File: src/rtl/spq_pkg.sv
// Shared types and constants of the sorted priority queue.
// Depends on nothing; every other file of the block imports it.
package spq_pkg;

    localparam int VALUE_W  = 32;
    localparam int STATUS_W = 2;
    localparam int OCC_W    = 4;

    // Operation carried by a request.
    typedef enum logic {
        CMD_INSERT = 1'b0,
        CMD_REMOVE = 1'b1
    } t_cmd;

    // Outcome reported with each result.
    typedef enum logic [STATUS_W-1:0] {
        ST_OK    = 2'd0,
        ST_FULL  = 2'd1,
        ST_EMPTY = 2'd2
    } t_status;

    // Sequencer states of the queue engine.
    typedef enum logic [2:0] {
        S_IDLE,
        S_INS,
        S_INS_PUT,
        S_REM_HEAD,
        S_REM_SHIFT,
        S_DONE
    } t_state;

    // One finished result, handed from the engine to the output register.
    typedef struct packed {
        logic signed [VALUE_W-1:0] removed_value;
        t_status                   status;
        logic [OCC_W-1:0]          occupancy;
        logic                      is_full;
        logic                      is_empty;
    } t_result;

endpackage

File: src/rtl/spq_in_if.sv
// Request channel of the sorted priority queue: valid, ready and payload.
// Depends on spq_pkg for the field widths.
interface spq_in_if
    import spq_pkg::*;
();
    logic                      valid;
    logic                      ready;
    logic                      cmd;
    logic signed [VALUE_W-1:0] value;

    modport source (output valid, output cmd, output value, input ready);
    modport sink   (input valid, input cmd, input value, output ready);
endinterface

File: src/rtl/spq_out_if.sv
// Result channel of the sorted priority queue: valid, ready and payload.
// Depends on spq_pkg for the field widths.
interface spq_out_if
    import spq_pkg::*;
();
    logic                      valid;
    logic                      ready;
    logic signed [VALUE_W-1:0] removed_value;
    logic [STATUS_W-1:0]       status;
    logic [OCC_W-1:0]          occupancy;
    logic                      is_full;
    logic                      is_empty;

    modport source (output valid, output removed_value, output status, output occupancy,
                    output is_full, output is_empty, input ready);
    modport sink   (input valid, input removed_value, input status, input occupancy,
                    input is_full, input is_empty, output ready);
endinterface

File: src/rtl/spq_engine.sv
// Queue engine: entry memory, occupancy count and the sequencer that walks it.
// Depends on spq_pkg; instantiated by sorted_priority_queue_top.
module spq_engine
    import spq_pkg::*;
#(
    parameter int QUEUE_DEPTH = 8
) (
    input  logic                      i_clk,
    input  logic                      i_rst_n,
    input  logic                      i_start,
    input  logic                      i_cmd,
    input  logic signed [VALUE_W-1:0] i_value,
    input  logic                      i_out_free,
    output logic                      o_idle,
    output logic                      o_done,
    output t_result                   o_result
);

    localparam int AW = $clog2(QUEUE_DEPTH);
    localparam int CW = $clog2(QUEUE_DEPTH + 1);

    t_state                    r_state, n_state;
    logic [CW-1:0]             r_count, n_count;
    logic [CW-1:0]             r_idx, n_idx;
    t_cmd                      r_cmd, n_cmd;
    logic signed [VALUE_W-1:0] r_value, n_value;
    t_status                   r_status, n_status;
    logic signed [VALUE_W-1:0] r_removed, n_removed;

    logic signed [VALUE_W-1:0] r_mem [QUEUE_DEPTH];
    logic signed [VALUE_W-1:0] r_rd_data;
    logic                      w_rd_en;
    logic [AW-1:0]             w_rd_addr;
    logic                      w_wr_en;
    logic [AW-1:0]             w_wr_addr;
    logic signed [VALUE_W-1:0] w_wr_data;

    logic [CW-1:0]             w_cnt_m1;
    logic [CW-1:0]             w_idx_m2;
    logic [CW-1:0]             w_idx_p1;
    logic [CW:0]               w_idx_p2;
    logic                      w_is_full;
    logic                      w_is_empty;
    logic                      w_greater;
    logic [31:0]               w_occ_ext;

    assign w_cnt_m1   = r_count - CW'(1);
    assign w_idx_m2   = r_idx - CW'(2);
    assign w_idx_p1   = r_idx + CW'(1);
    assign w_idx_p2   = {1'b0, r_idx} + (CW + 1)'(2);
    assign w_is_full  = (r_count == CW'(QUEUE_DEPTH));
    assign w_is_empty = (r_count == '0);
    // The new value moves ahead only of strictly smaller entries.
    assign w_greater  = (r_value > r_rd_data);

    // Entry memory: one write and one registered read per cycle.
    always_ff @(posedge i_clk) begin
        if (w_wr_en) begin
            r_mem[w_wr_addr] <= w_wr_data;
        end
    end

    always_ff @(posedge i_clk) begin
        if (w_rd_en) begin
            r_rd_data <= r_mem[w_rd_addr];
        end
    end

    // Next state of the sequencer.
    always_comb begin
        n_state = r_state;
        case (r_state)
            S_IDLE: begin
                if (i_start) begin
                    if (t_cmd'(i_cmd) == CMD_INSERT) begin
                        n_state = (w_is_full || w_is_empty) ? S_DONE : S_INS;
                    end else begin
                        n_state = w_is_empty ? S_DONE : S_REM_HEAD;
                    end
                end
            end
            S_INS: begin
                if (!w_greater) begin
                    n_state = S_DONE;
                end else if (r_idx == CW'(1)) begin
                    n_state = S_INS_PUT;
                end
            end
            S_INS_PUT:   n_state = S_DONE;
            S_REM_HEAD:  n_state = (r_count > CW'(1)) ? S_REM_SHIFT : S_DONE;
            S_REM_SHIFT: begin
                if (w_idx_p2 >= {1'b0, r_count}) begin
                    n_state = S_DONE;
                end
            end
            S_DONE: begin
                if (i_out_free) begin
                    n_state = S_IDLE;
                end
            end
            default: n_state = S_IDLE;
        endcase
    end

    // Memory accesses and working registers for each state.
    always_comb begin
        n_count   = r_count;
        n_idx     = r_idx;
        n_cmd     = r_cmd;
        n_value   = r_value;
        n_status  = r_status;
        n_removed = r_removed;
        w_rd_en   = 1'b0;
        w_rd_addr = '0;
        w_wr_en   = 1'b0;
        w_wr_addr = '0;
        w_wr_data = r_value;
        o_done    = 1'b0;
        case (r_state)
            S_IDLE: begin
                if (i_start) begin
                    n_cmd     = t_cmd'(i_cmd);
                    n_value   = i_value;
                    n_status  = ST_OK;
                    n_removed = '0;
                    n_idx     = r_count;
                    if (t_cmd'(i_cmd) == CMD_INSERT) begin
                        if (w_is_full) begin
                            n_status = ST_FULL;
                        end else if (w_is_empty) begin
                            // First entry goes straight to the head.
                            w_wr_en   = 1'b1;
                            w_wr_data = i_value;
                        end else begin
                            w_rd_en   = 1'b1;
                            w_rd_addr = w_cnt_m1[AW-1:0];
                        end
                    end else begin
                        if (w_is_empty) begin
                            n_status = ST_EMPTY;
                        end else begin
                            w_rd_en = 1'b1;
                        end
                    end
                end
            end
            S_INS: begin
                // Shift a smaller entry back by one, or drop the value in place.
                w_wr_en   = 1'b1;
                w_wr_addr = r_idx[AW-1:0];
                if (w_greater) begin
                    w_wr_data = r_rd_data;
                    n_idx     = r_idx - CW'(1);
                    if (r_idx != CW'(1)) begin
                        w_rd_en   = 1'b1;
                        w_rd_addr = w_idx_m2[AW-1:0];
                    end
                end
            end
            S_INS_PUT: begin
                w_wr_en = 1'b1;
            end
            S_REM_HEAD: begin
                n_removed = r_rd_data;
                n_idx     = '0;
                if (r_count > CW'(1)) begin
                    w_rd_en   = 1'b1;
                    w_rd_addr = AW'(1);
                end
            end
            S_REM_SHIFT: begin
                // Move entry idx+1 forward while entry idx+2 is fetched.
                w_wr_en   = 1'b1;
                w_wr_addr = r_idx[AW-1:0];
                w_wr_data = r_rd_data;
                if (w_idx_p2 < {1'b0, r_count}) begin
                    w_rd_en   = 1'b1;
                    w_rd_addr = w_idx_p2[AW-1:0];
                    n_idx     = w_idx_p1;
                end
            end
            S_DONE: begin
                if (i_out_free) begin
                    o_done = 1'b1;
                    if (r_status == ST_OK) begin
                        n_count = (r_cmd == CMD_INSERT) ? r_count + CW'(1) : w_cnt_m1;
                    end
                end
            end
            default: ;
        endcase
    end

    // Result as it stands after the occupancy update.
    assign w_occ_ext              = 32'(n_count);
    assign o_result.removed_value = r_removed;
    assign o_result.status        = r_status;
    assign o_result.occupancy     = w_occ_ext[OCC_W-1:0];
    assign o_result.is_full       = (n_count == CW'(QUEUE_DEPTH));
    assign o_result.is_empty      = (n_count == '0);
    assign o_idle                 = (r_state == S_IDLE);

    // Control state.
    always_ff @(posedge i_clk) begin
        if (!i_rst_n) begin
            r_state <= S_IDLE;
            r_count <= '0;
        end else begin
            r_state <= n_state;
            r_count <= n_count;
        end
    end

    // Working registers of the current request.
    always_ff @(posedge i_clk) begin
        r_idx     <= n_idx;
        r_cmd     <= n_cmd;
        r_value   <= n_value;
        r_status  <= n_status;
        r_removed <= n_removed;
    end

endmodule

File: src/rtl/sorted_priority_queue_top.sv
// Top level of the sorted priority queue: request and result channels and the
// output register. Depends on spq_pkg, spq_in_if, spq_out_if and spq_engine.
//
//   Channel   Direction  Payload
//   i_req     in         cmd (insert or remove), value
//   o_rsp     out        removed_value, status, occupancy, is_full, is_empty
//
// One request is worked at a time by a walk of the entry memory.
// A rejected insert, an insert into an empty queue or a remove from an empty queue
// goes straight to the done state; any other insert shifts each smaller entry back
// by one, and a remove moves every entry behind the head forward by one.
// The memory walk moves one entry per cycle.
// Reset empties the queue at once; no clearing pass is needed.
// A new request is taken while a result still waits in the output register; the
// engine then holds its last cycle until that register is free.
module sorted_priority_queue_top
    import spq_pkg::*;
#(
    parameter int QUEUE_DEPTH = 8
) (
    input  logic       i_clk,
    input  logic       i_rst_n,
    spq_in_if.sink     i_req,
    spq_out_if.source  o_rsp
);

    logic    r_out_valid;
    t_result r_out;
    logic    w_out_free;
    logic    w_idle;
    logic    w_done;
    logic    w_start;
    t_result w_result;

    assign w_out_free = !r_out_valid || o_rsp.ready;
    assign w_start    = i_req.valid && i_req.ready;
    assign i_req.ready = w_idle;

    spq_engine #(
        .QUEUE_DEPTH (QUEUE_DEPTH)
    ) u_engine (
        .i_clk      (i_clk),
        .i_rst_n    (i_rst_n),
        .i_start    (w_start),
        .i_cmd      (i_req.cmd),
        .i_value    (i_req.value),
        .i_out_free (w_out_free),
        .o_idle     (w_idle),
        .o_done     (w_done),
        .o_result   (w_result)
    );

    // Output register: loaded when the engine finishes, cleared when taken.
    always_ff @(posedge i_clk) begin
        if (!i_rst_n) begin
            r_out_valid <= 1'b0;
        end else if (w_done) begin
            r_out_valid <= 1'b1;
        end else if (o_rsp.ready) begin
            r_out_valid <= 1'b0;
        end
    end

    always_ff @(posedge i_clk) begin
        if (w_done) begin
            r_out <= w_result;
        end
    end

    assign o_rsp.valid         = r_out_valid;
    assign o_rsp.removed_value = r_out.removed_value;
    assign o_rsp.status        = r_out.status;
    assign o_rsp.occupancy     = r_out.occupancy;
    assign o_rsp.is_full       = r_out.is_full;
    assign o_rsp.is_empty      = r_out.is_empty;

    // A finished result never overwrites one that is still waiting.
    a_no_overwrite: assert property (@(posedge i_clk) disable iff (!i_rst_n)
        w_done |-> w_out_free)
        else $error("result completed while output register held");

    // A request is never accepted in the same cycle as a completion.
    a_accept_not_done: assert property (@(posedge i_clk) disable iff (!i_rst_n)
        w_start |-> !w_done)
        else $error("request accepted while engine completing");

    // A rejected insert always reports a full queue.
    a_full_status: assert property (@(posedge i_clk) disable iff (!i_rst_n)
        (r_out_valid && r_out.status == ST_FULL) |-> r_out.is_full)
        else $error("full status without full flag");

    // A failed remove always reports an empty queue.
    a_empty_status: assert property (@(posedge i_clk) disable iff (!i_rst_n)
        (r_out_valid && r_out.status == ST_EMPTY) |-> r_out.is_empty)
        else $error("empty status without empty flag");

endmodule
File: src/flat_wrapper.sv
// flat-port wrapper written by rule: the top's interface ports become plain ports
module sorted_priority_queue_top_flat import spq_pkg::*;
#(
    parameter int QUEUE_DEPTH = 8
)
  (i_clk, i_rst_n, i_req_valid, i_req_cmd, i_req_value, i_req_ready, o_rsp_valid, o_rsp_removed_value, o_rsp_status, o_rsp_occupancy, o_rsp_is_full, o_rsp_is_empty, o_rsp_ready);
  spq_in_if i_req_i ();
  spq_out_if o_rsp_i ();
  input  logic i_clk;
  input  logic i_rst_n;
  input wire logic [$bits(i_req_i.valid)-1:0] i_req_valid;
  input wire logic [$bits(i_req_i.cmd)-1:0] i_req_cmd;
  input wire logic [$bits(i_req_i.value)-1:0] i_req_value;
  output wire logic [$bits(i_req_i.ready)-1:0] i_req_ready;
  output wire logic [$bits(o_rsp_i.valid)-1:0] o_rsp_valid;
  output wire logic [$bits(o_rsp_i.removed_value)-1:0] o_rsp_removed_value;
  output wire logic [$bits(o_rsp_i.status)-1:0] o_rsp_status;
  output wire logic [$bits(o_rsp_i.occupancy)-1:0] o_rsp_occupancy;
  output wire logic [$bits(o_rsp_i.is_full)-1:0] o_rsp_is_full;
  output wire logic [$bits(o_rsp_i.is_empty)-1:0] o_rsp_is_empty;
  input wire logic [$bits(o_rsp_i.ready)-1:0] o_rsp_ready;
  assign i_req_i.valid = i_req_valid;
  assign i_req_i.cmd = i_req_cmd;
  assign i_req_i.value = i_req_value;
  assign i_req_ready = i_req_i.ready;
  assign o_rsp_valid = o_rsp_i.valid;
  assign o_rsp_removed_value = o_rsp_i.removed_value;
  assign o_rsp_status = o_rsp_i.status;
  assign o_rsp_occupancy = o_rsp_i.occupancy;
  assign o_rsp_is_full = o_rsp_i.is_full;
  assign o_rsp_is_empty = o_rsp_i.is_empty;
  assign o_rsp_i.ready = o_rsp_ready;
  sorted_priority_queue_top #(.QUEUE_DEPTH(QUEUE_DEPTH)) u_core (.i_clk(i_clk), .i_rst_n(i_rst_n), .i_req(i_req_i), .o_rsp(o_rsp_i));
endmodule
File: config.mk
export PLATFORM = sky130hd
export DESIGN_NAME = sorted_priority_queue_top_flat
export DESIGN_NICKNAME = d
export VERILOG_FILES = /design/src/rtl/spq_pkg.sv /design/src/rtl/spq_in_if.sv /design/src/rtl/spq_out_if.sv /design/src/rtl/spq_engine.sv /design/src/rtl/sorted_priority_queue_top.sv /design/src/flat_wrapper.sv
export SDC_FILE = /design/constraint.sdc
export NUM_CORES = 1
export LEC_CHECK = 0
export BUFFER_PORTS_ARGS = -buffer_cell sky130_fd_sc_hd__buf_2
export CAP_MARGIN = 20
export CORE_MARGIN = 5
export CORE_UTILIZATION = 45
export CTS_CLUSTER_SIZE = 10
export DETAILED_ROUTE_END_ITERATION = 10
export HOLD_SLACK_MARGIN = 0.12
export PLACE_DENSITY = 0.67
export SETUP_SLACK_MARGIN = 0.05
export SLEW_MARGIN = 40
export SYNTH_ARGS = -nofsm -noshare
export SYNTH_HDL_FRONTEND = slang
export SYNTH_SLANG_ARGS = --single-unit
File: constraint.sdc
create_clock -name i_clk -period 5.5 [get_ports i_clk]
set_input_delay 0.275 -clock i_clk [delete_from_list [all_inputs] [get_ports i_clk]]
set_output_delay 0.275 -clock i_clk [all_outputs]
set_load 0.02 [all_outputs]
Word level (Yosys, flattened, before mapping)

Memories as Yosys holds them, arrays and structs flattened. A register that Yosys moved wholly into a read port is not among the register bits.
Index checks and enable logic that the tools add are counted.

Memory bits (writable): 256
Bits in registers: 119
Memories: 1

Memories:

| memory                | depth | bits a word | rd ports | clocked after memory_dff | wr ports | RTL line         | text |
|---|---|---|---|---|---|---|---|
| u_core.u_engine.r_mem | 8     | 32          | 1        | 1                        | 1        | spq_engine.sv:30 | `logic signed [VALUE_W-1:0] r_mem [QUEUE_DEPTH];` |

Reductions and logical operators: 17
Order comparisons: 4
Equality and inequality tests: 15
Muxes and demuxes: 59
Add/sub/neg operators: 6

Operator list:

| kind                                                                             | count |
|---|---|
| 32-bit two-way mux                                                               | 6 |
| 32-bit one-hot mux with 3 select lines                                           | 1 |
| 32-bit one-hot mux with 2 select lines                                           | 1 |
| 3-bit two-way mux                                                                | 16 |
| 32-bit greater-than comparator                                                   | 1 |
| 4-bit two-way mux                                                                | 7 |
| 1-bit two-way mux                                                                | 21 |
| 3-bit one-hot mux with 6 select lines                                            | 1 |
| 4-bit one-hot mux with 4 select lines                                            | 1 |
| 3-bit one-hot mux with 4 select lines                                            | 1 |
| 2-bit != test (second input constant)                                            | 5 |
| 4-bit by 1-bit adder with 4-bit output (second input constant)                   | 2 |
| 4-bit == test (second input constant)                                            | 2 |
| 4-bit zero test                                                                  | 2 |
| 4-bit AND reduction                                                              | 2 |
| 4-bit by 1-bit subtractor with 4-bit output (second input constant)              | 2 |
| 3-bit by 2-bit == test with 1-bit output (second input constant)                 | 2 |
| 3-bit == test (second input constant)                                            | 2 |
| 4-bit by 2-bit adder with 5-bit output (second input constant)                   | 1 |
| 5-bit by 4-bit >= comparator with 1-bit output                                   | 1 |
| 5-bit by 4-bit < comparator with 1-bit output                                    | 1 |
| 4-bit by 1-bit == test with 1-bit output (second input constant)                 | 1 |
| 4-bit by 1-bit greater-than comparator with 1-bit output (second input constant) | 1 |
| 2-bit two-way mux                                                                | 2 |
| other kinds (16)                                                                 | 19 |

Logic depth before layout (Yosys ltp)

Word-level depth: 8
Gate-level depth with buffers: 14

Hierarchy

A second synthesis with hierarchy kept.

Cells, all modules: 1064
Area total of the unflattened synthesis: 16973.8 um2

Modules (own cells, without submodules):

| module                    | sequential area each (um2) | instances | cells an instance | area each (um2) |
|---|---|---|---|---|
| spq_engine                | 10920.5                    | 1         | 1019              | 15717.6 |
| sorted_priority_queue_top | 1221.2                     | 1         | 45                | 1256.2 |

Worst setup path after synthesis

OpenSTA, ideal clock, no wires.

Path type: register to register
Start point: reg u_core.u_engine.r_idx[0]
End point: mem u_core.u_engine.r_mem[0][0], enable pin
Period minus slack after synthesis: 4.172 ns
Cell stages (with the launch flop): 7
Path slack: 1.328 ns
Data arrival time: 3.700 ns
Cell sequence: edfxtp_1 clkbuf_1 clkbuf_1 clkbuf_1 inv_1 nand2_1 o32ai_1

Cells in the longest elaborated chain, start to end: 1

Ends and longest elaborated chain:

| element                | RTL line          | text |
|---|---|---|
| from (decl)            | spq_engine.sv:24  | `logic [CW-1:0] r_idx, n_idx;` |
| from (signal assigned) | spq_engine.sv:216 | `r_idx <= n_idx;` |
| 3-bit two-way mux      | spq_engine.sv:119 | `case (r_state)` |
| to (decl)              | spq_engine.sv:30  |  |

Every way passes these cells.

Worst setup path in the final report

Start point: reg u_core.u_engine.r_value[31]
End point: reg u_core.u_engine.r_rd_data[12] (read register of u_core.u_engine.r_mem), data pin

Cells in the longest elaborated chain, start to end: 3
Elaborated cells on any way between the ends: 5

Ends and longest elaborated chain:

| element                                                                                               | RTL line          | text |
|---|---|---|
| from (decl)                                                                                           | spq_engine.sv:26  | `logic signed [VALUE_W-1:0] r_value, n_value;` |
| from (signal assigned)                                                                                | spq_engine.sv:218 | `r_value <= n_value;` |
| 32-bit greater-than comparator (*)                                                                    | spq_engine.sv:54  | `assign w_greater = (r_value > r_rd_data);` |
| 3-bit two-way mux / 1-bit two-way mux (equally long branches)                                         | spq_engine.sv:151 | `if (w_greater) begin` |
| 3-bit one-hot mux with 4 select lines / 1-bit one-hot mux with 4 select lines (equally long branches) | spq_engine.sv:119 |  |
| to (decl)                                                                                             | spq_engine.sv:31  | `logic signed [VALUE_W-1:0] r_rd_data;` |

Every way passes the cells marked *; elsewhere a longest branch is shown, timed or not.
A chain may end at the register's enable or synchronous reset.

==> flow_metrics.env <==
export IMPL_status="complete, no violations"
export IMPL_track_usage=0.2280
export IMPL_drive_gt1_frac=0.1030
export IMPL_cts_sinks=407
export IMPL_grt_start_max_net_pins=154
export IMPL_die_w_um=230.3
export IMPL_path_buf_inv=1
export IMPL_final_hold_violation_count=0
export IMPL_final_area_um2=24430
export IMPL_io_pins=79
export IMPL_synth_cell_types=52
export IMPL_grt_ovfl_total=0
export IMPL_grt_pass1_vias=16298
export IMPL_post_drt_wl_per_cell_um=24.86
export IMPL_cts_tree="yes"
export IMPL_drt_iter0_markers=2231
export IMPL_antenna_left=0
export IMPL_rows=80
export IMPL_cts_root_buf="clkbuf_16"
export IMPL_insertion_delay_ns=0.57
export IMPL_dieArea_um2=53030
export IMPL_crit_type="reg2reg"
export IMPL_initial_core_util=0.4564
export IMPL_min_period_ns=4.473
export IMPL_hpwlAfterDp_um=34880
export IMPL_hp_class="in2reg"
export IMPL_skew_ns=0.02625
export IMPL_wl_um=62860
export IMPL_vias=16740
export IMPL_cp_cell_sequence="ha_1 -> nand4_1 -> nor4_2 -> o31ai_2 -> a21o_4 -> nand2_1 -> nor2_1 -> a221oi_4 -> buf_4 -> mux2i_1"
export IMPL_yosys_warnings=0
export IMPL_critPathTopFamily="simple AND/OR/NAND/NOR gates"
export IMPL_synth_fp_nets=1961
export IMPL_netlist_area_um2=21840
export IMPL_tightest_slew_ns=0.8534
export IMPL_finalPower_uw=16270
export IMPL_ys_seq_area_frac=0.5560
export IMPL_fin_nets=1984
export IMPL_async_flop_share=0
export IMPL_cts_buffers=47
export IMPL_die_h_um=230.3
export IMPL_port_buffers=78
export IMPL_power_leakage_uw=0.008186
export IMPL_maxCapViolCount=0
export IMPL_diodes=0
export IMPL_ys_ff_latch=407
export IMPL_dpl_instance_area_um2=22820
export IMPL_synth_edf_count=399
export IMPL_grt_pass1_wl_um=95970
export IMPL_critical_path_max_stage_delay_ns=0.69
export IMPL_cts_resized=0
export IMPL_fillers=3982
export IMPL_finalCritPeriodShare=0.8133
export IMPL_cp_arrival_ns=4.81
export IMPL_endpoint_kind="flip-flop"
export IMPL_crit_path_start_kind="flip-flop"
export IMPL_setup_violations_final=0
export IMPL_core_um2=47850
export IMPL_vias_per_cell=6.622
export IMPL_cpMaxStageDelayCell="buf_4"
export IMPL_powerDensity_nw_per_um2=666.0
export IMPL_drc=0
export IMPL_first_pass_iters=7
export IMPL_cts_max_level=2
export IMPL_cp_required_ns=5.84
export IMPL_relSlewSlack=0.4311
export IMPL_area_growth_pct=11.86
export IMPL_ir_drop_v=0.0004993
export IMPL_avgSynthCellArea_um2=11.62
export IMPL_ys_flop_type="edfxtp_1"
export IMPL_final_max_slew_viol_count=0
export IMPL_clock_fmax_mhz=223.6
export IMPL_cp_max_fo=32
export IMPL_path_clk_slew_ns=0.06
export IMPL_grt_setup_unrepaired="no"
export IMPL_clockBufferDepth=3
export IMPL_fin_tns_setup_ns=0
export IMPL_synthCells=1879
export IMPL_antenna_found_initial=0
export IMPL_place_congestion=0.8875
placed cells by master, fill, tap and decap left out, types with 3 or more instances in the layout:
| cell | n |
|---|---|
| a21oi_1 | 42 |
| a221o_1 | 24 |
| a221oi_1 | 139 |
| a22oi_1 | 3 |
| and2_1 | 155 |
| buf_12 | 8 |
| buf_2 | 78 |
| buf_4 | 30 |
| clkbuf_1 | 9 |
| clkbuf_16 | 47 |
| dfxtp_1 | 8 |
| dlygate4sd3_1 | 34 |
| edfxtp_1 | 399 |
| ha_1 | 45 |
| inv_1 | 54 |
| mux2i_1 | 106 |
| nand2_1 | 36 |
| nand2b_1 | 5 |
| nand3_1 | 264 |
| nand4_1 | 11 |
| nor2_1 | 47 |
| nor2_4 | 8 |
| nor2b_1 | 3 |
| nor3_1 | 6 |
| nor3b_1 | 129 |
| nor4_1 | 3 |
| o211ai_1 | 132 |
| o21ai_0 | 17 |
| o21bai_1 | 10 |
| o22ai_1 | 8 |
| o22ai_2 | 4 |
| xnor2_1 | 6 |
| xor2_1 | 3 |
synth_stat cells (5+ instances only):
master	instances	area, um2
a221oi_1	139	1217
ha_1	45	563.0
buf_1	14	52.55
mux2i_1	106	1061
inv_1	54	202.7
edfxtp_1	399	11980
a21oi_1	44	220.2
a221o_1	24	240.2
o211ai_1	132	991.0
clkbuf_1	120	450.4
buf_6	7	78.83
xnor2_1	6	52.55
nand3_1	264	1321
o21ai_0	17	85.08
nand4_1	11	68.82
nor2_1	54	202.7
nor3_1	7	35.03
nand2_1	36	135.1
nand2b_1	5	31.28
o21bai_1	11	82.58
nor3b_1	129	968.4
o22ai_1	13	81.33
buf_2	22	110.1
buf_4	17	127.6
and2_1	155	969.7
dfxtp_1	8	160.2
layer usage:
layer	vias to the layer above	track usage	wire [um]
met5	-	0	0
met4	0	0.07435	1574
met3	110	0.03195	5866
met2	872	0.3768	29960
met1	8344	0.3130	25450
li1	7414	-	-
logic make-up (layout without fill, tap and decap cells):
kind of cell / count (synthesis) / after routing / synth area share
xor gates and xnor gates: 9 / 9 / 0.003610
adders and majority gates: 45 / 45 / 0.02579
muxes: 106 / 106 / 0.04859
DFF: 407 / 407 / 0.5560
AOI/OAI and AO/OA: 402 / 402 / 0.1425
buffers and inverters: 234 / 268 / 0.04681
and+or+nand+nor: 676 / 676 / 0.1767
where the power goes:
group / leakage (uW) / switching, uW / internal, uW
logic: 0.00384 / 5460 / 2580
clock network: 0.000603 / 1150 / 1540
registers: 0.00374 / 415 / 5140
final timing paths:
check	start	to	slack (ns)	cells past startpoint
max reg2reg	u_core.u_engine.r_value[31]	u_core.u_engine.r_rd_data[12]	1.03	10
min reg2reg	u_core.u_engine.r_removed[29]	u_core.o_rsp.removed_value[29]	0.41	0
max	u_core.u_engine.r_value[31]	u_core.u_engine.r_rd_data[12]	1.03	10
min	o_rsp_ready	u_core.o_rsp.valid	0.24	4
worst min-delay path: stages:
cell	delay (ns)
buf_2	0.09
nand2b_1	0.19
o21ai_0	0.10
and2_1	0.12
stage by stage:
step / utilization / std cells / setup slack, ns / hold WS, ns
detailed placement: 0.4769 / 2434 / 1.157 / 0.4045
global route: 0.5105 / 2528 / 0.9501 / 0.2753
finish: 0.5105 / 2528 / 1.027 / 0.2445
CTS: 0.5100 / 2528 / 1.097 / 0.2222
floorplan: - / 1879 / 1.328 / 0.3739
global placement: 0.4753 / 2431 / 1.142 / 0.4029
flip-flops by register name (all words and copies together), names as in the netlist, 3 cells and up:
register	cells
u_core.o_rsp.occupancy	4
u_core.o_rsp.removed_value	32
u_core.u_engine.r_count	4
u_core.u_engine.r_idx	4
u_core.u_engine.r_mem	256
u_core.u_engine.r_rd_data	32
u_core.u_engine.r_removed	32
u_core.u_engine.r_state	3
u_core.u_engine.r_value	32
cell type report:
class	instances	area (um2)	share of cell area
flip-flops and latches	407	12140	0.4971
multi-input cells	1238	8875	0.3633
clock buffers	57	1224	0.05010
repair buffers	154	1194	0.04887
well taps	615	769.5	0.03150
inverters	54	202.7	0.008298
clock inverters	3	20.02	0.0008196
repair_timing:
action | 4_1_cts | 5_1_grt
setup buffers | 0 | 0
hold endpoints to repair | 41 | 0
endpoints found under the setup margin | 0 | 0
hold buffers | 34 | 0
(Power assumes the default switching activity.)
